`src/rtl/slu_pkg.sv`:
```
// Package for the serial line unit register block.
// Holds the request and response transfer types, the state record and the codes.
// No dependencies.
package slu_pkg;

  typedef enum logic [2:0] {
    REQ_READ    = 3'd0,
    REQ_WRITE   = 3'd1,
    REQ_RX_BYTE = 3'd2,
    REQ_TX_DONE = 3'd3,
    REQ_INIT    = 3'd4
  } slu_req_e;

  typedef enum logic [1:0] {
    SEL_RX_STATUS = 2'd0,
    SEL_RX_BUFFER = 2'd1,
    SEL_TX_STATUS = 2'd2,
    SEL_TX_BUFFER = 2'd3
  } slu_reg_e;

  // Bit positions in the control and status words.
  localparam int unsigned CSR_ACTIVE_BIT  = 11;
  localparam int unsigned CSR_DONE_BIT    = 7;
  localparam int unsigned CSR_IE_BIT      = 6;
  localparam int unsigned CSR_MAINT_BIT   = 2;
  localparam int unsigned CSR_ENABLE_BIT  = 0;
  localparam int unsigned BUF_ERR_BIT     = 15;
  localparam int unsigned BUF_OVERRUN_BIT = 14;
  localparam int unsigned BUF_FRAMING_BIT = 13;
  localparam int unsigned BUF_PARITY_BIT  = 12;

  typedef struct packed {
    logic [2:0]  req_type;
    logic [1:0]  reg_index;
    logic [15:0] write_data;
    logic [7:0]  rx_byte;
    logic        rx_line_error;
  } slu_req_t;

  typedef struct packed {
    logic [15:0] read_data;
    logic        rx_irq;
    logic        tx_irq;
    logic        tx_start;
    logic [7:0]  tx_byte;
    logic        break_level;
  } slu_rsp_t;

  typedef struct packed {
    logic       rx_active;
    logic       rx_done;
    logic       rx_int_enable;
    logic       reader_enable;
    logic       overrun_flag;
    logic       framing_flag;
    logic       parity_flag;
    logic [7:0] rx_char;
    logic       tx_ready;
    logic       tx_int_enable;
    logic       maint_loop;
    logic       break_on;
    logic [7:0] tx_char;
  } slu_state_t;

  localparam slu_state_t SLU_STATE_RESET = '{
    rx_active:     1'b0,
    rx_done:       1'b0,
    rx_int_enable: 1'b0,
    reader_enable: 1'b0,
    overrun_flag:  1'b0,
    framing_flag:  1'b0,
    parity_flag:   1'b0,
    rx_char:       8'h00,
    tx_ready:      1'b1,
    tx_int_enable: 1'b0,
    maint_loop:    1'b0,
    break_on:      1'b0,
    tx_char:       8'h00
  };

endpackage

```
`src/rtl/slu_read_mux.sv`:
```
// Read data composer for the serial line unit registers.
// Depends on slu_pkg for the state record and register codes.
module slu_read_mux
  import slu_pkg::*;
(
  input  slu_state_t  state_i,
  input  logic [1:0]  reg_index_i,
  output logic [15:0] read_data_o
);

  logic any_err;

  assign any_err = state_i.overrun_flag | state_i.framing_flag | state_i.parity_flag;

  always_comb begin
    read_data_o = '0;
    case (reg_index_i)
      SEL_RX_STATUS: begin
        read_data_o[CSR_ACTIVE_BIT] = state_i.rx_active;
        read_data_o[CSR_DONE_BIT]   = state_i.rx_done;
        read_data_o[CSR_IE_BIT]     = state_i.rx_int_enable;
      end
      SEL_RX_BUFFER: begin
        read_data_o[BUF_ERR_BIT]     = any_err;
        read_data_o[BUF_OVERRUN_BIT] = state_i.overrun_flag;
        read_data_o[BUF_FRAMING_BIT] = state_i.framing_flag;
        read_data_o[BUF_PARITY_BIT]  = state_i.parity_flag;
        read_data_o[7:0]             = state_i.rx_char;
      end
      SEL_TX_STATUS: begin
        read_data_o[CSR_DONE_BIT]   = state_i.tx_ready;
        read_data_o[CSR_IE_BIT]     = state_i.tx_int_enable;
        read_data_o[CSR_MAINT_BIT]  = state_i.maint_loop;
        read_data_o[CSR_ENABLE_BIT] = state_i.break_on;
      end
      default: begin
        read_data_o = '0;
      end
    endcase
  end

endmodule

```
`src/rtl/slu_core.sv`:
```
// Register state and update logic of the serial line unit.
// Depends on slu_pkg and instantiates slu_read_mux.
module slu_core
  import slu_pkg::*;
(
  input  logic     clk_i,
  input  logic     rst_ni,
  input  logic     valid_i,
  input  slu_req_t req_i,
  output slu_rsp_t rsp_o
);

  slu_state_t  state_q, state_d;
  logic [15:0] rd_data;

  slu_read_mux u_read_mux (
    .state_i     (state_q),
    .reg_index_i (req_i.reg_index),
    .read_data_o (rd_data)
  );

  always_comb begin
    state_d = state_q;
    rsp_o   = '0;
    case (req_i.req_type)
      REQ_READ: begin
        rsp_o.read_data = rd_data;
        if (req_i.reg_index == SEL_RX_BUFFER) begin
          state_d.rx_done = 1'b0;
        end
      end
      REQ_WRITE: begin
        case (req_i.reg_index)
          SEL_RX_STATUS: begin
            state_d.rx_int_enable = req_i.write_data[CSR_IE_BIT];
            state_d.reader_enable = req_i.write_data[CSR_ENABLE_BIT];
            // Turning the reader on discards a pending character.
            if (!state_q.reader_enable && req_i.write_data[CSR_ENABLE_BIT]) begin
              state_d.rx_done = 1'b0;
            end
            rsp_o.rx_irq = !(state_q.rx_done && state_q.rx_int_enable) &&
                           state_d.rx_done && state_d.rx_int_enable;
          end
          SEL_RX_BUFFER: begin
            state_d.rx_done = 1'b0;
          end
          SEL_TX_STATUS: begin
            state_d.tx_int_enable = req_i.write_data[CSR_IE_BIT];
            state_d.maint_loop    = req_i.write_data[CSR_MAINT_BIT];
            state_d.break_on      = req_i.write_data[CSR_ENABLE_BIT];
            rsp_o.tx_irq = !(state_q.tx_ready && state_q.tx_int_enable) &&
                           state_q.tx_ready && req_i.write_data[CSR_IE_BIT];
          end
          default: begin
            state_d.tx_char  = req_i.write_data[7:0];
            state_d.tx_ready = 1'b0;
            rsp_o.tx_start   = 1'b1;
            rsp_o.tx_byte    = req_i.write_data[7:0];
            if (state_q.maint_loop) begin
              state_d.rx_active = 1'b1;
            end
          end
        endcase
      end
      REQ_RX_BYTE: begin
        state_d.overrun_flag = state_q.rx_done;
        state_d.framing_flag = req_i.rx_line_error;
        state_d.parity_flag  = req_i.rx_line_error;
        state_d.rx_char      = req_i.rx_byte;
        state_d.rx_done      = 1'b1;
        state_d.rx_active    = 1'b0;
        rsp_o.rx_irq = !(state_q.rx_done && state_q.rx_int_enable) && state_q.rx_int_enable;
      end
      REQ_TX_DONE: begin
        if (!state_q.tx_ready) begin
          state_d.tx_ready = 1'b1;
          rsp_o.tx_irq     = state_q.tx_int_enable;
          if (state_q.maint_loop) begin
            // Loopback: the transmitted character arrives as a byte free of framing and parity errors.
            state_d.overrun_flag = state_q.rx_done;
            state_d.framing_flag = 1'b0;
            state_d.parity_flag  = 1'b0;
            state_d.rx_char      = state_q.tx_char;
            state_d.rx_done      = 1'b1;
            state_d.rx_active    = 1'b0;
            rsp_o.rx_irq = !(state_q.rx_done && state_q.rx_int_enable) &&
                           state_q.rx_int_enable;
          end else begin
            state_d.rx_active = 1'b0;
          end
        end
      end
      REQ_INIT: begin
        state_d = SLU_STATE_RESET;
      end
      default: begin
        state_d = state_q;
      end
    endcase
    rsp_o.break_level = state_d.break_on;
  end

  always_ff @(posedge clk_i or negedge rst_ni) begin
    if (!rst_ni) begin
      state_q <= SLU_STATE_RESET;
    end else if (valid_i) begin
      state_q <= state_d;
    end
  end

endmodule

```
`src/rtl/serial_line_unit_registers.sv`:
```
// Serial line unit register block: a transfer accepted on start_i passes the input and
// result registers to its result strobe on result_valid_o; one transfer is taken every cycle.
// The block never raises busy_o, and results cannot be stalled by the receiver.
// Asynchronous active-low reset returns every register flag to its power-up value
// (transmitter ready, all else clear) and drops the input and result strobes.
// Depends on slu_pkg; instantiates slu_core.
module serial_line_unit_registers
  import slu_pkg::*;
(
  input  logic     clk_i,
  input  logic     rst_ni,
  input  logic     start_i,
  input  slu_req_t req_i,
  output logic     busy_o,
  output logic     result_valid_o,
  output slu_rsp_t rsp_o
);

  // Every request is a single flag update plus a read multiplexer, so the input
  // register feeds the core directly and the result register follows it. The core
  // state changes at the same edge that captures the result, so a request waiting
  // in the input register always sees the effect of the one ahead of it.
  logic     in_valid_q;
  slu_req_t in_q;
  slu_rsp_t rsp_d, rsp_q;
  logic     result_valid_q;
  logic     accept;

  assign busy_o = 1'b0;
  assign accept = start_i && !busy_o;

  // Input register: one transfer per cycle.
  always_ff @(posedge clk_i or negedge rst_ni) begin
    if (!rst_ni) begin
      in_valid_q <= 1'b0;
    end else begin
      in_valid_q <= accept;
    end
  end

  // The payload needs no reset; it is qualified by in_valid_q.
  always_ff @(posedge clk_i) begin
    if (accept) begin
      in_q <= req_i;
    end
  end

  slu_core u_core (
    .clk_i   (clk_i),
    .rst_ni  (rst_ni),
    .valid_i (in_valid_q),
    .req_i   (in_q),
    .rsp_o   (rsp_d)
  );

  // Result register: each result is shown for exactly one cycle.
  always_ff @(posedge clk_i or negedge rst_ni) begin
    if (!rst_ni) begin
      result_valid_q <= 1'b0;
    end else begin
      result_valid_q <= in_valid_q;
    end
  end

  always_ff @(posedge clk_i) begin
    if (in_valid_q) begin
      rsp_q <= rsp_d;
    end
  end

  assign result_valid_o = result_valid_q;
  assign rsp_o          = rsp_q;

endmodule

```
`config.mk`:
```
export PLATFORM = sky130hd
export DESIGN_NAME = serial_line_unit_registers
export DESIGN_NICKNAME = d
export VERILOG_FILES = /design/src/rtl/slu_pkg.sv /design/src/rtl/slu_read_mux.sv /design/src/rtl/slu_core.sv /design/src/rtl/serial_line_unit_registers.sv
export SDC_FILE = /design/constraint.sdc
export NUM_CORES = 1
export LEC_CHECK = 0
export BUFFER_PORTS_ARGS = -buffer_cell sky130_fd_sc_hd__clkbuf_2
export CORE_MARGIN = 2
export CORE_UTILIZATION = 33
export CTS_BUF_LIST = sky130_fd_sc_hd__clkbuf_4 sky130_fd_sc_hd__clkbuf_8
export CTS_CLUSTER_SIZE = 24
export DETAILED_ROUTE_END_ITERATION = 10
export GPL_TIMING_DRIVEN = 1
export PLACE_DENSITY = 0.53
export SYNTH_ARGS = -nofsm -noshare
export SYNTH_HDL_FRONTEND = slang
export SYNTH_HIERARCHICAL = 1
export SYNTH_SLANG_ARGS = --single-unit
```
`constraint.sdc`:
```
create_clock -name clk_i -period 5.9 [get_ports clk_i]
set_input_delay 0.885 -clock clk_i [delete_from_list [all_inputs] [get_ports clk_i]]
set_output_delay 0.885 -clock clk_i [all_outputs]
set_load 0.01 [all_outputs]
```
# Yosys cells after proc, flatten, opt, wreduce, memory -nomap -nowiden
# Index checks and enable logic that the tools add are counted.
# op_classes
n_addsub	0
n_mul	0
div_mod_pow	0
n_lt_le_gt_ge	0
n_eq_ne	14
n_shift	0
n_mux	30
bitwise	3
reduce_logical	30
# op_table
operator	n
11-bit one-hot mux with 3 select lines	1
11-bit one-hot mux with 2 select lines	1
12-bit 2-to-1 mux	1
3-bit AND reduction	4
11-bit 2-to-1 mux	1
1-bit 2-to-1 mux	10
9-bit 2-to-1 mux	1
1-bit one-hot mux with 3 select lines	3
3-bit nonzero test	3
1-bit logical AND	8
8-bit 2-to-1 mux	1
2-bit != test, second input constant	4
1-bit one-hot mux with 2 select lines	4
3-bit by 2-bit == test with 1-bit output, second input constant	2
2-bit 2-to-1 mux	3
2-bit by 1-bit != test with 1-bit output, second input constant	3
2-bit one-hot mux with 3 select lines	1
6-bit AND reduction	1
1-bit one-hot mux with 5 select lines	1
5-bit AND reduction	1
5-bit nonzero test	1
2-bit one-hot mux with 2 select lines	1
2-bit AND reduction	2
4-bit AND reduction	1
other kinds (15)	18
# word_totals
ff_bits	79
latch_bits	0
ramBits	0
mem_bits_ro	0
elab_cells	106
n_memories	0

# Longest topological paths before layout
# Gate-level depths: netlist (run 1).
# depth
word_depth	9
depth_mapped	6
mapped_depth_nobuf	5

# Hierarchy
# The synthesis (run 1) kept the hierarchy.
# modules_own_cells
mod	n_inst	cells_each	area_each_um2	seq_area_each_um2
serial_line_unit_registers	1	62	1803.0	1791.7
slu_core	1	173	1617.8	651.9
slu_read_mux	1	28	209.0	0.0

# Worst setup path before layout (run 1)
# Ideal clock, no wire load.
# synth_timing
kind	flip-flop to flip-flop
startpoint	reg in_valid_q
endpoint	reg u_core/state_q[21] (netlist name)
setup_ns	0.128
t_arrival_ns	1.919
slack_ns	3.854
path_stages_with_launch	6
path_buffers	1
synth_period_minus_slack_ns	2.046
path_cell_list	dfrtp_1 > buf_2 > inv_1 > nor2_1 > a22oi_4 > mux2_1
# synth_between
elab_chain_len	1
# synth_lines
item	line_no	source
from (decl)	serial_line_unit_registers.sv:23	logic in_valid_q;
from (signal assigned)	serial_line_unit_registers.sv:37	in_valid_q <= accept;
4-bit AND reduction (no line)	n/a	
to (signal assigned)	slu_core.sv:107	state_q <= state_d;
to (decl)	slu_core.sv:13	slu_state_t state_q, state_d;
# Every way passes these cells.
# A chain may end at the register's enable or synchronous reset.

# Final worst setup path (run 1)
# layout_timing
startpoint	reg in_q[28] (netlist name)
endpoint	reg u_core/state_q[16] (netlist name)
# layout_between
elab_chain_len	3
elab_cells_between_ends	8
cone_classes	eq/ne: 5; mux: 1; reduce/logical: 2
# layout_lines
item	line_no	source
from (decl)	serial_line_unit_registers.sv:24	slu_req_t in_q;
from (signal assigned)	serial_line_unit_registers.sv:44	in_q <= req_i;
3-bit by 2-bit == test with 1-bit output or 3-bit == test (tied branches)	slu_core.sv:25	case (req_i.req_type)
2-bit != test (no line) (tied with other cells)	n/a	
4-bit AND reduction (no line)	n/a	
# Parallel ways exist; a longest one is shown, timed or not.

==> run summary, run 1 <==
worst path arrival time: 2.26 ns
status: completed
CP startpoint kind: flop
drt total wl: 6.881 mm
ant diodes: 0
Peak Freq: 0.4934 GHz
Post-Syn Area per Cell: 13.29 sq um
RSZ-0062 raised after global routing: no
Die X: 105.3 um
CTS root buf: clkbuf_8
worst vdd ir: 0.1594 mV
Placeable Area: 9864 sq um
worst r2r path cells: 3
CTS clock-pin slew for the worst setup and hold paths: 0.08 ns
M2 GR Usage: 20.69%
R2R Path End: u_core/state_q[16]
data required time of the worst path: 6.13 ns
flop-to-flop setup slack: 3.87 ns
DIE AREA: 11100 sq um
I/O pin cnt: 63
Clock Path Buffers: 2
hold depth: 1
Gate Count Post-Synth: 255
most frequent cells in the layout: 53 x clkbuf_2, 50 x edfxtp_1, 32 x and2_1
vias in the first global route: 2135
Post-DP Area: 3737 sq um
FILL cells: 957
GRT overflow: 0
1st-iter DRT viols: 96
commonest non-fill, non-tap cell in the layout: clkbuf_2
1st-pass router iterations: 4
crit share post-route: 34.35%
Post-CTS Hold Fix Bufs: 0
CTS buffer count: 9
largest net degree at the start of global routing: 29
DPL Wire Length: 4.571 mm
CTS tree: yes
Initial Utilization: 34.36%
Worst-Margin Slew: 0.8400 ns
crit path max fanout: 25
fraction of layout cells with a size suffix above 1: 28.21%
GPL Wtd Cong: 0.8366
met3 usage: 3.587%
cell area power density: 317.6 nW/um^2
via-per-instance ratio: 4.784
hold path startpoint: u_core/state_q[22]
Hold Crit Class: reg2reg
Syn. warnings: 6
final hold vios: 0
Layout Skew: 0.01224 ns
post-CTS sizing: 0
per-cell routed wire length: 15.46 um
first-pass GRT wire length: 11.31 mm
CTS H-tree lvls: 3
Final Net Count: 344
drt drc: 0
clock sinks: 78
final worst path period need: 2.027 ns
Final Slew Violations: 0
worst min-delay path endpoint: u_core/state_q[22]
I/O Buffers: 53
Setup Buffers After CTS: 0
via count: 2129
GR Util met1: 17.81%
Final Instance Area: 3945 sq um
worst-skew pair later-pin latency: 0.35 ns
WS Path Type: reg2reg
Total GRT Usage: 13.20%
Die Span Y: 105.3 um
Final setup viols: 0
Post-DRT Antenna Nets: 0
Setup TNS Final: 0 ns
maxcap violations: 0
Area growth syn-to-layout: 16.39%
worst r2r src: in_q[28]
Leakage: 1.661 nW
row count: 36
CP Capture Type: flop
slew margin rel.: 44.00%
gr busiest metal: met2
mapped cell area: 3390 sq um
initial antenna violation count: 0
-- registers in the layout, indices dropped and copies added (netlist names) --
name and cells:
in_q 22, u_core/state_q 26, rsp_o 28, in_valid_q 1
result_valid_o 1
-- cell type report --
class | instances | area, sq um | area share, %
sequential | 78 | 2203 | 55.85
multi-input combinational | 156 | 1061 | 26.90
timing repair buffer | 55 | 280.3 | 7.104
tap | 133 | 166.4 | 4.218
clock buffer | 9 | 123.9 | 3.140
clock inverter | 7 | 83.83 | 2.125
inverter | 7 | 26.28 | 0.6660
-- per-stage QoR --
stage               cells  util [%]  hold WS, ns  worst slack, ns  total power, mW
global placement      429     37.89       0.4667            3.913           0.8471
floorplan             257         -       0.4414            3.854           0.7966
detailed placement    429     37.89       0.4739            3.880           0.8519
global route          445     39.99       0.5230            3.697            1.323
CTS                   445     39.99       0.4948            3.861            1.270
finish                445     39.99       0.4875            3.873            1.253
-- worst max path at each step --
stage,to,cells past startpoint,from
after floorplan,u_core/state_q[21],5,in_valid_q
after global placement,u_core/state_q[13],3,in_q[28]
after detailed placement,u_core/state_q[12],3,in_q[28]
after CTS,u_core/state_q[16],3,in_q[28]
after global routing,u_core/state_q[16],3,in_q[28]
final,u_core/state_q[16],3,in_q[28]
-- worst max-delay path, cell delays in order (launching register included) --
cell,delay (ns)
edfxtp_1,0.90
nor2_1,0.20
a22oi_4,0.42
mux2_2,0.39
-- report_power, final --
part / switching (mW) / internal [mW] / total, mW
clock network: 0.213 / 0.201 / 0.414
logic: 0.0692 / 0.0698 / 0.139
registers: 0.0520 / 0.648 / 0.700
-- metal layers --
metal | vias up | wire length, um
met5 | - | 0
met4 | 0 | 78
met3 | 7 | 305
met2 | 49 | 3309
met1 | 1043 | 3187
li1 | 1030 | -
(Power assumes the default switching activity.)
==> inputs of run 2 (changes only) <==
- clock period: 5.9 -> 1.95 ns (I/O delays scaled with it)
==> run 2 against run 1 <==
Against the previous run:
- sequential power rose to 3.0 times the previous value
- sequential share of layout area shrank 2.2 points
- cell count grew 3.6%
- via count rose by 2.2%
- maximum frequency is 20% higher
- global-route usage increased by 0.67 points
- clock skew grew 0.0034 ns
- count of clock-buffer cells in the layout is 1 higher
- cell area up 4.1%
- die area is the same
==> run summary, run 2 (synthesis results as in run 1) <==
DIE AREA: 11100 sq um
Clk pwr share: 36.6%
CP Capture Type: flop
CP startpoint kind: flop
Clock Path Buffers: 2
GR Util met1: 19.19%
WS Path Type: reg2reg
GRT overflow: 0
via count: 2176
GPL Wtd Cong: 0.8004
part of the power in combinational logic: 11.6%
Setup WS pre-CTS: 0.2580 ns
most frequent cells in the layout: 53 x clkbuf_2, 50 x edfxtp_1, 32 x and2_1
RSZ-0062 raised after global routing: no
CTS clock-pin slew for the worst setup and hold paths: 0.08 ns
CTS H-tree lvls: 3
gr busiest metal: met2
crit path max fanout: 10
Total GRT Usage: 13.87%
row count: 36
Layout Skew: 0.01563 ns
crit share post-route: 86.90%
vias in the first global route: 2239
worst-skew pair later-pin latency: 0.36 ns
cell area power density: 986.3 nW/um^2
Worst path max stage delay: 0.48 ns
Final setup viols: 0
Worst-Margin Slew: 0.7435 ns
I/O Buffers: 53
max reg flops: 28
Non-Filler Instances: 461
Final Net Count: 360
DPL Wire Length: 4.866 mm
CTS root buf: clkbuf_8
Final Slew Violations: 0
WHS: 0.1102 ns
Peak Freq: 0.5901 GHz
worst setup margin: 0.2554 ns
Hold Crit Class: in2reg
Post-DRT Antenna Nets: 0
ant diodes: 0
worst vdd ir: 0.4142 mV
slew margin rel.: 50.43%
Int Power: 3.077 mW
net switching power: 0.9740 mW
Placed Instances: 444
commonest non-fill, non-tap cell in the layout: clkbuf_2
Leakage: 1.753 nW
Die Span Y: 105.3 um
fraction of layout cells with a size suffix above 1: 31.40%
status: completed
Switching Share: 24.04%
I/O pin cnt: 63
clock sinks: 78
Seq pwr share: 51.8%
first-pass GRT wire length: 11.84 mm
initial antenna violation count: 0
largest net degree at the start of global routing: 29
CTS buffer count: 9
final hold vios: 0
via-per-instance ratio: 4.720
Die X: 105.3 um
drt total wl: 7.001 mm
final worst path period need: 1.695 ns
drt drc: 0
worst-path cell chain: nand2b_4 > nor2_1 > a22oi_4 > mux2_2
Placeable Area: 9864 sq um
CTS tree: yes
Setup TNS Final: 0 ns
data required time of the worst path: 2.18 ns
worst path arrival time: 1.93 ns
post-CTS sizing: 0
Final Util: 41.64%
per-cell routed wire length: 15.19 um
met3 usage: 3.154%
slowest CP cell: edfxtp_1
Initial Utilization: 34.36%
1st-iter DRT viols: 131
maxcap violations: 0
M2 GR Usage: 20.88%
Area growth syn-to-layout: 21.19%
1st-pass router iterations: 4
run 2: final timing paths:
path                                    startpoint            endpoint  slack (ns)  depth (start not counted)
worst max-delay path                      in_q[27]  u_core/state_q[13]        0.26                          4
worst min-delay path                     req_i[14]            in_q[14]        0.11                          1
worst max register to register            in_q[27]  u_core/state_q[13]        0.26                          4
worst min register to register  u_core/state_q[26]  u_core/state_q[26]        0.49                          1
max in group asynchronous                   rst_ni          in_valid_q        0.90                          2
min in group asynchronous                   rst_ni   u_core/state_q[9]        0.53                          2
run 2: metal layers:
metal	wire length, um	vias up
met5	0	-
met4	152	0
met3	303	13
met2	3269	56
met1	3275	1053
li1	-	1054
run 2: worst max-delay path, delay by kind of cell, from the launching register on:
family | cells | cell delay [ns]
multiplexers | 1 | 0.38
flip-flops | 1 | 0.48
AND/OR/NAND/NOR | 2 | 0.33
AO/OA/AOI/OAI | 1 | 0.39
run 2: repair_timing:
action	CTS	global route
hold endpoints to repair	7	0
setup buffers	0	0
hold buffers	1	0
run 2: power groups by stage:
stage	clock, mW	sequential, mW	combinational (mW)
after global placement	0	2.13	0.467
after floorplan	0	2.10	0.311
after CTS	1.52	2.10	0.478
after detailed placement	0	2.13	0.475
after global routing	1.59	2.13	0.535
final	1.48	2.10	0.471
run 2: area by class of cell:
cell class,instances,area (sq um)
fillers,984,5757
flip-flops and latches,78,2205
multi-input cells,156,1061
repair buffers,71,402.9
well taps,133,166.4
clock buffers,10,137.6
clock inverters,6,108.9
inverters,7,26.28
run 2: per-stage QoR:
step           area, sq um  total power [mW]
3_3_place_gp          3851             2.595
5_1_grt               4108             4.256
6_report              4108             4.051
2_1_floorplan         3398             2.410
4_1_cts               4108             4.097
3_5_place_dp          3851             2.607
==> inputs of run 3 (changes only) <==
- BUFFER_PORTS_ARGS: -buffer_cell sky130_fd_sc_hd__clkbuf_2 -> -buffer_cell sky130_fd_sc_hd__buf_2
- CAP_MARGIN: default -> 20
- RECOVER_POWER: default -> 25
==> run 3 against run 2 <==
Against the previous run:
- sequential cell count is the same
- die area is the same
- clock power shrank 14%
- via count grew 0.60%
- combinational power shrank 1%
- cell count shrank 0.43%
- count of clock-buffer cells in the layout shrank 1
- clock skew shrank 0.0010 ns
- power shrank 5.5%
- maximum frequency shrank 2.6%
==> run summary, run 3 (synthesis results as in run 1) <==
status: completed
per-cell routed wire length: 15.06 um
slowest CP cell: dfrtp_1
gr busiest metal: met2
CTS H-tree lvls: 3
1st-iter DRT viols: 115
largest net degree at the start of global routing: 29
CTS tree: yes
max reg flops: 28
drt drc: 0
drt total wl: 6.911 mm
WS Path Type: reg2reg
cell area power density: 945.6 nW/um^2
Worst path max stage delay: 0.66 ns
row count: 36
worst-path cell chain: buf_4 > nor2b_1 > nand2_1 > a22o_1
1st-pass router iterations: 4
Final Net Count: 358
Worst-Margin Slew: 1.311 ns
worst-skew pair later-pin latency: 0.36 ns
Setup WS pre-CTS: 0.2871 ns
FILL cells: 968
ant diodes: 0
first-pass GRT wire length: 11.18 mm
Layout Skew: 0.01462 ns
met3 usage: 3.340%
Non-Filler Instances: 459
Area growth syn-to-layout: 19.49%
CTS clock-pin slew for the worst setup and hold paths: 0.09 ns
most frequent cells in the layout: 52 x buf_2, 50 x edfxtp_1, 32 x and2_1
slew margin rel.: 12.57%
Final Util: 41.06%
Clock Path Buffers: 2
Die Span Y: 105.3 um
post-CTS sizing: 0
M2 GR Usage: 20.46%
DIE AREA: 11100 sq um
CP Capture Type: flop
Die X: 105.3 um
clock sinks: 78
delay-heaviest family, CP: flip-flops
final worst path period need: 1.739 ns
via count: 2189
Post-DP Area: 3836 sq um
RSZ-0062 raised after global routing: no
Placeable Area: 9864 sq um
I/O Buffers: 53
Final Slew Violations: 0
worst path arrival time: 1.98 ns
DPL Wire Length: 4.700 mm
final hold vios: 0
via-per-instance ratio: 4.769
worst setup margin: 0.2110 ns
worst vdd ir: 0.4511 mV
Initial Utilization: 34.36%
Final Instance Area: 4050 sq um
Setup TNS Final: 0 ns
CTS root buf: clkbuf_8
GR Util met1: 17.54%
Setup Buffers After CTS: 0
Post-DRT Antenna Nets: 0
initial antenna violation count: 0
data required time of the worst path: 2.20 ns
CTS buffer count: 9
vias in the first global route: 2179
commonest non-fill, non-tap cell in the layout: buf_2
I/O pin cnt: 63
fraction of layout cells with a size suffix above 1: 30.67%
GPL Wtd Cong: 0.7856
crit share post-route: 89.18%
Final setup viols: 0
Total GRT Usage: 13.21%
GRT overflow: 0
Leakage: 1.721 nW
crit path max fanout: 11
Peak Freq: 0.5750 GHz
CP bufs+invs: 1
CP startpoint kind: flop
Hold Crit Class: in2reg
maxcap violations: 0
Placed Instances: 442
## run 3: cell count changes in the layout (fill, tap and decap cells not counted), moves of 2 or more
cell,delta
clkbuf_2,-53
buf_2,+52
buf_4,-2
bufinv_16,-2
clkinv_4,+2
## run 3: per-layer routing
layer / wire length, um / up-vias / part of all wire [%]
li1: - / 1056 / -
met1: 3224 / 1063 / 47
met2: 3216 / 57 / 47
met3: 327 / 13 / 4.7
met4: 142 / 0 / 2.1
met5: 0 / - / 0
## run 3: final timing paths
kind	startpoint	to	slack [ns]	cells past startpoint
setup / recovery	in_valid_q	u_core/state_q[0]	0.21	4
hold / removal	req_i[14]	in_q[14]	0.10	1
setup reg to reg	in_valid_q	u_core/state_q[0]	0.21	4
hold reg to reg	u_core/state_q[22]	u_core/state_q[22]	0.48	1
max in group asynchronous	rst_ni	u_core/state_q[18]	1.01	2
min in group asynchronous	rst_ni	result_valid_o	0.49	2
## run 3: per-stage QoR
stage	power (mW)	hold WS [ns]
after floorplan	2.410	-0.003091
final	3.830	0.1041
after global routing	4.014	0.08575
after detailed placement	2.598	0.3654
after CTS	3.874	0.08439
after global placement	2.588	0.3563
## run 3: worst register-to-register path, delay by kind of cell, from the launching register on
kind | cells | cell delay (ns)
AND/OR/NAND/NOR | 2 | 0.41
buffers and inverters | 1 | 0.27
AO/OA/AOI/OAI | 1 | 0.30
flip-flops | 1 | 0.66
## run 3: where the power goes
part / switching (mW) / internal (mW) / leakage [nW]
logic: 0.232 / 0.232 / 0.763
registers: 0.134 / 1.96 / 0.860
clock network: 0.663 / 0.609 / 0.0980
## run 3: what timing repair did
action                                  4_1_cts  5_1_grt
hold buffers                                  1        0
endpoints found under the setup margin        0        0
endpoints found under the hold margin        27        0
## run 3: cell type report
class	instances	area (sq um)	area share, %
sequential	78	2203	54.40
tap	133	166.4	4.109
clock buffer	9	123.9	3.058
clock inverter	7	82.58	2.039
timing repair buffer	69	386.6	9.546
inverter	7	26.28	0.6487
multi-input combinational	156	1061	26.20
